`src/design/assert_macros.svh`:
```
// Assertion macros for the substring search RTL.
// Included by modules that carry concurrent checks; no other dependencies.
`ifndef ASSERT_MACROS_SVH
`define ASSERT_MACROS_SVH
`ifndef SYNTH
`define FSUB_ASSERT_IMPL(label, clk, rst, ante, cons) \
   label: assert property (@(posedge clk) disable iff (rst) (ante) |-> (cons)) \
      else $error("assertion failed");
`define FSUB_ASSERT_NEXT(label, clk, rst, ante, cons) \
   label: assert property (@(posedge clk) disable iff (rst) (ante) |=> (cons)) \
      else $error("assertion failed");
`define FSUB_ASSERT_ALWAYS(label, clk, rst, cond) \
   label: assert property (@(posedge clk) disable iff (rst) (cond)) \
      else $error("assertion failed");
`else
`define FSUB_ASSERT_IMPL(label, clk, rst, ante, cons)
`define FSUB_ASSERT_NEXT(label, clk, rst, ante, cons)
`define FSUB_ASSERT_ALWAYS(label, clk, rst, cond)
`endif
`endif

```
`src/design/fsub_pkg.sv`:
```
// Types and constants for the first substring match block.
// No dependencies; used by every module of the block.
package fsub_pkg;

   localparam int DEF_MAX_NEEDLE    = 16;
   localparam int DEF_POSITION_BITS = 32;

   localparam int NEEDLE_BYTES     = 16;
   localparam int LEN_BITS         = 5;
   localparam int MATCH_START_BITS = 32;
   localparam int CSR_INDEX_BITS   = 2;
   localparam int CSR_DATA_BITS    = 64;

   localparam logic [CSR_INDEX_BITS-1:0] CSR_NEEDLE_LOW    = 2'd0;
   localparam logic [CSR_INDEX_BITS-1:0] CSR_NEEDLE_HIGH   = 2'd1;
   localparam logic [CSR_INDEX_BITS-1:0] CSR_NEEDLE_LENGTH = 2'd2;

   typedef struct packed {
      logic [7:0] hay_byte;
      logic       final_byte;
   } req_type;

   typedef struct packed {
      logic                        found;
      logic [MATCH_START_BITS-1:0] match_start;
   } rsp_type;

   typedef struct packed {
      logic [NEEDLE_BYTES-1:0][7:0] needle;
      logic [LEN_BITS-1:0]          needle_length;
   } needle_cfg_type;

endpackage

```
`src/design/fsub_csr.sv`:
```
// Configuration registers: needle bytes and needle length.
// Depends on fsub_pkg.
module fsub_csr
   import fsub_pkg::*;
(
   input  logic                      clock,
   input  logic                      reset,
   input  logic                      csr_valid,
   input  logic [CSR_INDEX_BITS-1:0] csr_index,
   input  logic [CSR_DATA_BITS-1:0]  csr_wdata,
   output needle_cfg_type            cfg
);

   needle_cfg_type cfg_ff, cfg_in;

   always_comb begin
      cfg_in = cfg_ff;
      if (csr_valid) begin
         unique case (csr_index)
            CSR_NEEDLE_LOW:    cfg_in.needle[7:0]    = csr_wdata;
            CSR_NEEDLE_HIGH:   cfg_in.needle[15:8]   = csr_wdata;
            CSR_NEEDLE_LENGTH: cfg_in.needle_length  = csr_wdata[LEN_BITS-1:0];
            default:           cfg_in                = cfg_ff;
         endcase
      end
   end

   always_ff @(posedge clock) begin
      if (reset) begin
         cfg_ff <= '0;
      end else begin
         cfg_ff <= cfg_in;
      end
   end

   assign cfg = cfg_ff;

endmodule

```
`src/design/fsub_match.sv`:
```
// Byte history, counters and the parallel needle compare for one item.
// Depends on fsub_pkg and assert_macros.svh.
`include "assert_macros.svh"
module fsub_match
   import fsub_pkg::*;
#(
   parameter int MAX_NEEDLE    = DEF_MAX_NEEDLE,
   parameter int POSITION_BITS = DEF_POSITION_BITS
) (
   input  logic           clock,
   input  logic           reset,
   input  logic           step,
   input  req_type        item,
   input  needle_cfg_type cfg,
   output logic           res_valid,
   output rsp_type        result
);

   localparam int WIN_DEPTH = (MAX_NEEDLE > 1) ? MAX_NEEDLE - 1 : 1;
   localparam int SEEN_BITS = (MAX_NEEDLE > 1) ? $clog2(MAX_NEEDLE) : 1;
   localparam int EXT_BITS  = (POSITION_BITS > MATCH_START_BITS) ?
                              POSITION_BITS : MATCH_START_BITS;
   localparam logic [SEEN_BITS-1:0]     SEEN_MAX = SEEN_BITS'(MAX_NEEDLE - 1);
   localparam logic [POSITION_BITS-1:0] POS_MAX  = '1;

   logic [WIN_DEPTH-1:0][7:0]     window_ff, window_in;
   logic [SEEN_BITS-1:0]          seen_ff, seen_in;
   logic [POSITION_BITS-1:0]      pos_ff, pos_in;
   logic                          done_ff, done_in;

   logic [LEN_BITS-1:0]           len, len_m1;
   logic [MAX_NEEDLE-1:0][7:0]    seq;
   logic [MAX_NEEDLE-1:0][3:0]    nidx;
   logic [MAX_NEEDLE-1:0]         eq;
   logic                          enough;
   logic                          hit;
   logic [POSITION_BITS-1:0]      start;
   logic [EXT_BITS-1:0]           start_ext;

   assign len    = (cfg.needle_length > LEN_BITS'(MAX_NEEDLE)) ?
                   LEN_BITS'(MAX_NEEDLE) : cfg.needle_length;
   assign len_m1 = len - LEN_BITS'(1);

   always_comb begin
      seq[0] = item.hay_byte;
      for (int k = 1; k < MAX_NEEDLE; k++) begin
         seq[k] = window_ff[k-1];
      end
      for (int k = 0; k < MAX_NEEDLE; k++) begin
         nidx[k] = 4'(len_m1 - LEN_BITS'(k));
         eq[k]   = (LEN_BITS'(k) >= len) || (seq[k] == cfg.needle[nidx[k]]);
      end
   end

   assign enough = (LEN_BITS'(seen_ff) + LEN_BITS'(1)) >= len;
   assign hit    = (len == '0) || (enough && (&eq));

   assign start     = (len == '0) ? '0 : pos_ff - POSITION_BITS'(len_m1);
   assign start_ext = EXT_BITS'(start);

   assign res_valid          = !done_ff && (hit || item.final_byte);
   assign result.found       = hit;
   assign result.match_start = hit ? start_ext[MATCH_START_BITS-1:0] : '0;

   always_comb begin
      window_in    = window_ff;
      window_in[0] = item.hay_byte;
      for (int k = 1; k < WIN_DEPTH; k++) begin
         window_in[k] = window_ff[k-1];
      end
   end

   always_comb begin
      if (item.final_byte) begin
         seen_in = '0;
         pos_in  = '0;
         done_in = 1'b0;
      end else begin
         seen_in = (seen_ff == SEEN_MAX) ? seen_ff : seen_ff + SEEN_BITS'(1);
         pos_in  = (pos_ff == POS_MAX) ? pos_ff : pos_ff + POSITION_BITS'(1);
         done_in = done_ff || hit;
      end
   end

   always_ff @(posedge clock) begin
      if (step) begin
         window_ff <= window_in;
      end
   end

   always_ff @(posedge clock) begin
      if (reset) begin
         seen_ff <= '0;
         pos_ff  <= '0;
         done_ff <= 1'b0;
      end else if (step) begin
         seen_ff <= seen_in;
         pos_ff  <= pos_in;
         done_ff <= done_in;
      end
   end

   `FSUB_ASSERT_NEXT(a_final_clears, clock, reset, step && item.final_byte, (pos_ff == '0) && (seen_ff == '0) && !done_ff)
   `FSUB_ASSERT_NEXT(a_hit_sets_done, clock, reset, step && hit && !item.final_byte, done_ff)
   `FSUB_ASSERT_IMPL(a_done_quiet, clock, reset, done_ff, !res_valid)
   `FSUB_ASSERT_ALWAYS(a_pos_covers_seen, clock, reset, pos_ff >= POSITION_BITS'(seen_ff))

endmodule

```
`src/design/first_substring_match.sv`:
```
// Streaming first substring match: one haystack byte per item, needle up to 16 bytes.
// An accepted item is held in the input register; its result is registered into the output register when it advances.
// Throughput: one item per cycle while rsp_ready is high; the combinational window compare sets it.
// Reset (synchronous, active high) clears the needle registers, counters and valid flags.
// Depends on fsub_pkg, fsub_csr and fsub_match.
module first_substring_match
   import fsub_pkg::*;
#(
   parameter int MAX_NEEDLE    = DEF_MAX_NEEDLE,
   parameter int POSITION_BITS = DEF_POSITION_BITS
) (
   input  logic                      clock,
   input  logic                      reset,
   input  logic                      req_valid,
   output logic                      req_ready,
   input  req_type                   req_data,
   output logic                      rsp_valid,
   input  logic                      rsp_ready,
   output rsp_type                   rsp_data,
   input  logic                      csr_valid,
   output logic                      csr_ready,
   input  logic [CSR_INDEX_BITS-1:0] csr_index,
   input  logic [CSR_DATA_BITS-1:0]  csr_wdata
);

   needle_cfg_type cfg;
   logic           in_valid_ff, in_valid_in;
   req_type        in_item_ff;
   logic           out_valid_ff, out_valid_in;
   rsp_type        out_item_ff;
   logic           advance;
   logic           res_valid;
   rsp_type        result;

   assign csr_ready = 1'b1;

   fsub_csr u_csr (
      .clock     (clock),
      .reset     (reset),
      .csr_valid (csr_valid),
      .csr_index (csr_index),
      .csr_wdata (csr_wdata),
      .cfg       (cfg)
   );

   fsub_match #(
      .MAX_NEEDLE    (MAX_NEEDLE),
      .POSITION_BITS (POSITION_BITS)
   ) u_match (
      .clock     (clock),
      .reset     (reset),
      .step      (advance),
      .item      (in_item_ff),
      .cfg       (cfg),
      .res_valid (res_valid),
      .result    (result)
   );

   assign advance   = in_valid_ff && (!out_valid_ff || rsp_ready);
   assign req_ready = !in_valid_ff || advance;

   assign in_valid_in  = (req_valid && req_ready) || (in_valid_ff && !advance);
   assign out_valid_in = advance ? res_valid : (out_valid_ff && !rsp_ready);

   always_ff @(posedge clock) begin
      if (reset) begin
         in_valid_ff  <= 1'b0;
         out_valid_ff <= 1'b0;
      end else begin
         in_valid_ff  <= in_valid_in;
         out_valid_ff <= out_valid_in;
      end
   end

   always_ff @(posedge clock) begin
      if (req_valid && req_ready) begin
         in_item_ff <= req_data;
      end
      if (advance) begin
         out_item_ff <= result;
      end
   end

   assign rsp_valid = out_valid_ff;
   assign rsp_data  = out_item_ff;

endmodule

```
`config.mk`:
```
export PLATFORM = sky130hd
export DESIGN_NAME = first_substring_match
export DESIGN_NICKNAME = d
export VERILOG_FILES = /design/src/design/fsub_pkg.sv /design/src/design/fsub_csr.sv /design/src/design/fsub_match.sv /design/src/design/first_substring_match.sv
export VERILOG_INCLUDE_DIRS = /design/src /design/src/design
export SDC_FILE = /design/constraint.sdc
export NUM_CORES = 1
export LEC_CHECK = 0
export BUFFER_PORTS_ARGS = -buffer_cell sky130_fd_sc_hd__buf_2
export CAP_MARGIN = 20
export CELL_PAD_IN_SITES_DETAIL_PLACEMENT = 1
export CELL_PAD_IN_SITES_GLOBAL_PLACEMENT = 1
export CORE_MARGIN = 2
export CORE_UTILIZATION = 40
export DETAILED_ROUTE_END_ITERATION = 8
export PLACE_DENSITY = 0.7
export RECOVER_POWER = 100
export SYNTH_ARGS = -nofsm -noshare
export SYNTH_HDL_FRONTEND = slang
export SYNTH_SLANG_ARGS = --single-unit
```
`constraint.sdc`:
```
create_clock -name clock -period 8.55 [get_ports clock]
set_clock_uncertainty 0.2 [all_clocks]
set_input_delay 1.2825 -clock clock [delete_from_list [all_inputs] [get_ports clock]]
set_output_delay 1.2825 -clock clock [all_outputs]
set_load 0.01 [all_outputs]
```
# Yosys cells after proc, flatten, opt, wreduce, memory -nomap -nowiden
# Cells that the tools add are included.
# word_totals
register_bits,334
inputBits,80
output_inout_bits,36
word_cells,199
# op_classes
add_sub_neg,20
magnitude_cmp,34
eq_ne,22
mux,39
bitwise,1
reduce_logical,42
# op_table
cell,n
8-bit binary-select mux with 4-bit select,16
8-bit equality test,16
8-bit 2-to-1 mux,16
"4-bit by 5-bit < comparator with 1-bit output, second input constant",16
32-bit 2-to-1 mux,2
"4-bit by 5-bit >= comparator with 1-bit output, first input constant",8
"32-bit by 1-bit adder with 32-bit output, second input constant",1
"32-bit equality test, second input constant",1
32-bit by 5-bit subtractor with 32-bit output,1
"4-bit subtractor, second input constant",8
1-bit logical OR,22
"3-bit by 5-bit >= comparator with 1-bit output, first input constant",4
16-bit AND reduction,1
"4-bit by 3-bit subtractor with 4-bit output, second input constant",4
"1-bit by 5-bit >= comparator with 1-bit output, first input constant",2
"2-bit by 5-bit >= comparator with 1-bit output, first input constant",2
2-bit AND reduction,5
4-bit 2-to-1 mux,2
"4-bit by 2-bit subtractor with 4-bit output, second input constant",2
1-bit logical AND,6
"4-bit by 1-bit adder with 5-bit output, second input constant",1
5-bit >= comparator,1
"5-bit > comparator, second input constant",1
1-bit zero test,5
13 further kinds,15

# Depth between registers and ports, before layout
# logic_depth
word_depth,14
ltp_mapped,26
depth_no_buf,16

# By module
# Synthesis repeated with hierarchy kept, for this count alone.
# hier_totals
hier_cells,2351
area_unflattened_um2,23900.4
# by_module_without_submodules
mod,instances,cells_per_inst,area_each_um2,seq_area_each_um2
fsub_match,1,1793,17087.6,4344.2
fsub_csr,1,504,5436.5,2662.6
first_substring_match,1,54,1376.3,1301.2

# Least setup slack after synthesis
# Ideal clock, no wire load.
# synth_timing
path_kind,input to register
startpoint,input port rsp_ready
endpoint,register u_match.pos_ff[26]
setup_time_ns,0.128
arrival_ns,7.750
t_required_ns,8.222
path_slack_ns,0.472
path_stages,10
cell_sequence,nor2b_1 nor2b_1 clkbuf_1 o41ai_1 or3_1 clkbuf_1 nor2_1 nand4_1 xor2_1 nor2_1
# synth_via
elab_chain_cells,3
# synth_rtl
element,line,text
"start, declared",first_substring_match.sv:18,"input logic rsp_ready,"
1-bit logical OR,first_substring_match.sv:59,assign advance = in_valid_ff && (!out_valid_ff || rsp_ready);
1-bit logical AND,first_substring_match.sv:59,
net advance,first_substring_match.sv:31,logic advance;
2-bit AND reduction (no source line),n/a,
"end signal, assigned",fsub_match.sv:98,pos_ff <= pos_in;
"end, declared",fsub_match.sv:28,"logic [POSITION_BITS-1:0] pos_ff, pos_in;"
# The timed path passes the listed nets, and every way through them passes these cells.
# A chain may end at the register's enable or synchronous reset.

# Worst setup path after layout
# layout_timing
startpoint,"register u_csr.cfg_ff, in the netlist u_csr.cfg[4]"
endpoint,"register out_item_ff, in the netlist rsp_data[4], data pin"
# layout_via
elab_chain_cells,13
# layout_rtl
element,line,text
"start, declared",fsub_csr.sv:14,"needle_cfg_type cfg_ff, cfg_in;"
"start signal, assigned",fsub_csr.sv:32,cfg_ff <= cfg_in;
5-bit > comparator,fsub_match.sv:40,assign len = (cfg.needle_length > LEN_BITS'(MAX_NEEDLE)) ?
5-bit 2-to-1 mux (*),fsub_match.sv:40,
5-bit by 1-bit subtractor with 5-bit output,fsub_match.sv:42,assign len_m1 = len - LEN_BITS'(1);
4-bit by 1-bit subtractor with 4-bit output (tied with other cells),fsub_match.sv:50,nidx[k] = 4'(len_m1 - LEN_BITS'(k));
8-bit binary-select mux with 4-bit select,fsub_match.sv:51,eq[k] = (LEN_BITS'(k) >= len) || (seq[k] == cfg.needle[nidx[k]]);
8-bit 2-to-1 mux (not written as such),fsub_match.sv:51,
8-bit equality test,fsub_match.sv:51,
1-bit logical OR,fsub_match.sv:51,
16-bit AND reduction,fsub_match.sv:56,assign hit = (len == '0) || (enough && (&eq));
1-bit logical AND,fsub_match.sv:56,
1-bit logical OR,fsub_match.sv:56,
1-bit inverter (no source line),n/a,
2-bit OR reduction (no source line),n/a,
"end signal, assigned",first_substring_match.sv:80,out_item_ff <= result;
"end, declared",first_substring_match.sv:30,rsp_type out_item_ff;
# Mark *: on every way between the ends. The rest lies on a longest branch, timed or not. The select of a mux whose other input is x is not followed.

==> flow_metrics.py <==
metrics = {
    "global_routing": {
        "grt_max_degree": 100,
        "overflow": 0,
        "antenna_found_initial": 1,
        "grt.total_usage_pct": 27.64,
        "grt_pass1_wl_mm": 115.5,
        "grt_pass1_vias": 17500,
    },
    "yosys": {
        "synth.top_cell.area_share_pct": 22.70,
        "synth_cell_type_count": 88,
        "netlist_area_sq_um": 21430,
        "syn_nets": 2207,
        "synth_top_family_by_area": "multiplexers",
        "synth-xor-area-share_pct": 7.781,
        "synth-warning-count": 0,
        "synth_fa_ha_area_share_pct": 1.705,
        "synth.most_common_cell": "nand2_1",
        "syn_inst": 2100,
        "async_flop_share_pct": 0,
        "synth-compound-area-share_pct": 11.34,
        "synth.area.mux_share_pct": 23.84,
        "seq_area_frac_synth_pct": 38.76,
        "ys_ff_latch": 334,
        "synth.top_cells.by_count": "nand2_1 (358), mux2i_1 (182), a21oi_1 (181)",
        "yosysTopAreaCell": "edfxtp_1",
        "netlist_top_cells_area": "edfxtp_1 (23%), dfxtp_1 (16%), mux4_2 (13%)",
        "ys.flop_type": "dfxtp_1",
        "synth_edf_count": 162,
        "syn_avg_cell_area_sq_um": 10.21,
        "synth-simple-area-share_pct": 13.06,
    },
    "power_and_ir_drop": {
        "p_per_area_nw_per_um2": 177.0,
        "peakVddDrop_mv": 0.1540,
        "power.leakage_nw": 8.473,
    },
    "timing": {
        "post-route-period-util_pct": 88.67,
        "hold_viol_final": 0,
        "worstMarginPinSlew_ns": 4.277,
        "hold_slack_ns": 0.2690,
        "report.final.slew_viol_count": 438,
        "fmax_ghz": 0.1319,
        "slew_headroom_pct": -185.2,
        "finalSetupViolCount": 0,
        "rsz0062_at_grt": "no",
        "period_needed_ns": 7.581,
        "tns_ns": 0,
    },
    "clock_network": {
        "clockBufferDepth": 3,
        "cts_root_buf": "clkbuf_16",
        "clock_sinks": 334,
        "clk_latency_ns": 0.58,
        "cts_resized": 0,
        "cts_tree": "yes",
        "postCtsSetupBuffers": 0,
        "numCtsBuffers": 38,
        "cts.clk_slew.worst_paths_ns": 0.07,
        "hold_buffers": 0,
        "h-tree-depth": 2,
    },
    "final_layout": {
        "fin_cells": 2840,
        "fin_util_pct": 44.61,
        "layout.nets": 2233,
        "layout.area.seq_sq_um": 8312,
        "design_area_sq_um": 23540,
        "diodes": 0,
        "area_growth_pct": 9.801,
        "multiInputGateArea_sq_um": 12380,
        "drive_gt1_share_pct": 16.54,
        "fill_cells": 5958,
    },
    "critical_path": {
        "crit_path_max_fanout": 32,
        "worstSetupPathType": "register to register",
        "setup.worst_path.start_class": "register",
        "end_kind": "register",
        "required_ns": 8.73,
        "arrival_ns": 7.76,
    },
    "die": {
        "core_area_sq_um": 52760,
        "die_w_microns": 235.5,
        "start_util_pct": 40.63,
        "rows": 84,
        "pin_count": 116,
        "dieArea_sq_um": 55450,
        "die_y_microns": 235.5,
    },
    "drt": {
        "vias_per_cell": 6.284,
        "maxUsedRoutingLayer": "met4",
        "dr_wl_met3_mm": 6.952,
        "met2RoutedLength_mm": 34.48,
        "wl_met1_mm": 34.69,
        "wl_mm": 77.99,
        "postRouteAntennaNets": 0,
        "wire_per_inst_microns": 27.46,
        "drcViolationCount": 0,
        "first_pass_iters": 6,
        "vias": 17850,
        "drt_iter0_markers": 1866,
    },
    "placed_design": {
        "placed_cells": 2773,
        "gp_congestion": 0.9676,
        "hpwl_mm": 58.78,
        "placedInstanceArea_sq_um": 22430,
        "numPortBuffers": 114,
    },
    "flow_run": {
        "max-cap-violations": 7,
    },
    "status": {
        "status": "finished, violations left",
        "violations": "capacitance limit, slew limit",
    },
    "worst_hold_path": {
        "holdCritPathClass": "register to register",
    },
}
-- registers in the layout (all words and copies together), names as in the netlist --
register / cells
u_csr.cfg: 133
u_match.seq: 120
rsp_data: 33
u_match.pos_ff: 32
in_item_ff: 9
u_match.seen_ff: 4
in_valid_ff: 1
rsp_valid: 1
u_match.done_ff: 1
-- metal layers --
metal | track usage [%] | vias up
met4 | 6.775 | 0
met3 | 4.749 | 118
li1 | - | 7781
met2 | 41.76 | 847
met1 | 41.02 | 9101
met5 | 0 | -
-- report_power, final --
part           leakage [nW]  switching, mW  total, mW  internal (mW)
Sequential             2.94         0.0765       1.82           1.75
Combinational          4.94          0.449      0.736          0.286
Clock                 0.590          0.674       1.61          0.933
-- layout by cell type (no fill, tap or decap), types with 40 or more instances in the layout --
master	synthesis	routed
nand2_1	358	358
mux2_2	46	46
dfxtp_1	172	171
mux4_2	123	123
buf_2	32	75
nor2_1	114	114
clkbuf_1	88	54
xnor2_1	106	106
o21ai_0	40	40
edfxtp_1	162	162
mux2i_1	182	182
xor2_1	77	77
a21oi_1	181	184
-- worst max-delay path, stage by stage (launching register included) --
cell and delay, ns:
dfxtp_1 0.70, nand2b_1 0.75, inv_2 0.34, xnor2_1 0.24, buf_4 0.34, inv_2 0.39
nor4_1 0.74, or2_0 0.89, mux4_2 0.62, xnor2_1 0.15, nor3_1 0.21, a41o_1 0.24
o2111ai_1 0.18, a2111oi_4 0.50, nand4b_4 0.50, nor3b_1 0.35
-- cells by family after synthesis --
kind of cell    count (synthesis)
flops                         334
other cells                     1
buf+inv                       178
mux                           351
compound gates                387
xor+xnor                      187
simple gates                  633
fa+ha+maj                      29
-- layout make-up --
type / count / share of cell area (%)
clock buffers: 54 / 4.551
inverters: 26 / 0.4253
clock inverters: 12 / 0.5369
well taps: 688 / 3.658
flip-flops and latches: 334 / 35.32
multi-input cells: 1588 / 52.62
repair buffers: 138 / 2.892
-- stage by stage --
stage | total power [mW] | setup WS [ns]
6_report | 4.166 | 0.9687
5_1_grt | 4.296 | 0.6177
2_1_floorplan | 2.330 | 0.4720
3_3_place_gp | 2.557 | 1.760
4_1_cts | 4.183 | 1.428
3_5_place_dp | 2.575 | 1.456
-- path summary, 6_finish.rpt --
check / from / endpoint / slack, ns / depth (start not counted)
worst min register to register: u_match.seq[65] / u_match.seq[73] / 0.27 / 0
worst max register to register: u_csr.cfg[4] / rsp_data[4] / 0.97 / 15
worst max-delay path: u_csr.cfg[4] / rsp_data[4] / 0.97 / 15
worst min-delay path: u_match.seq[65] / u_match.seq[73] / 0.27 / 0
Note: power is estimated with default switching activity, not from simulation.
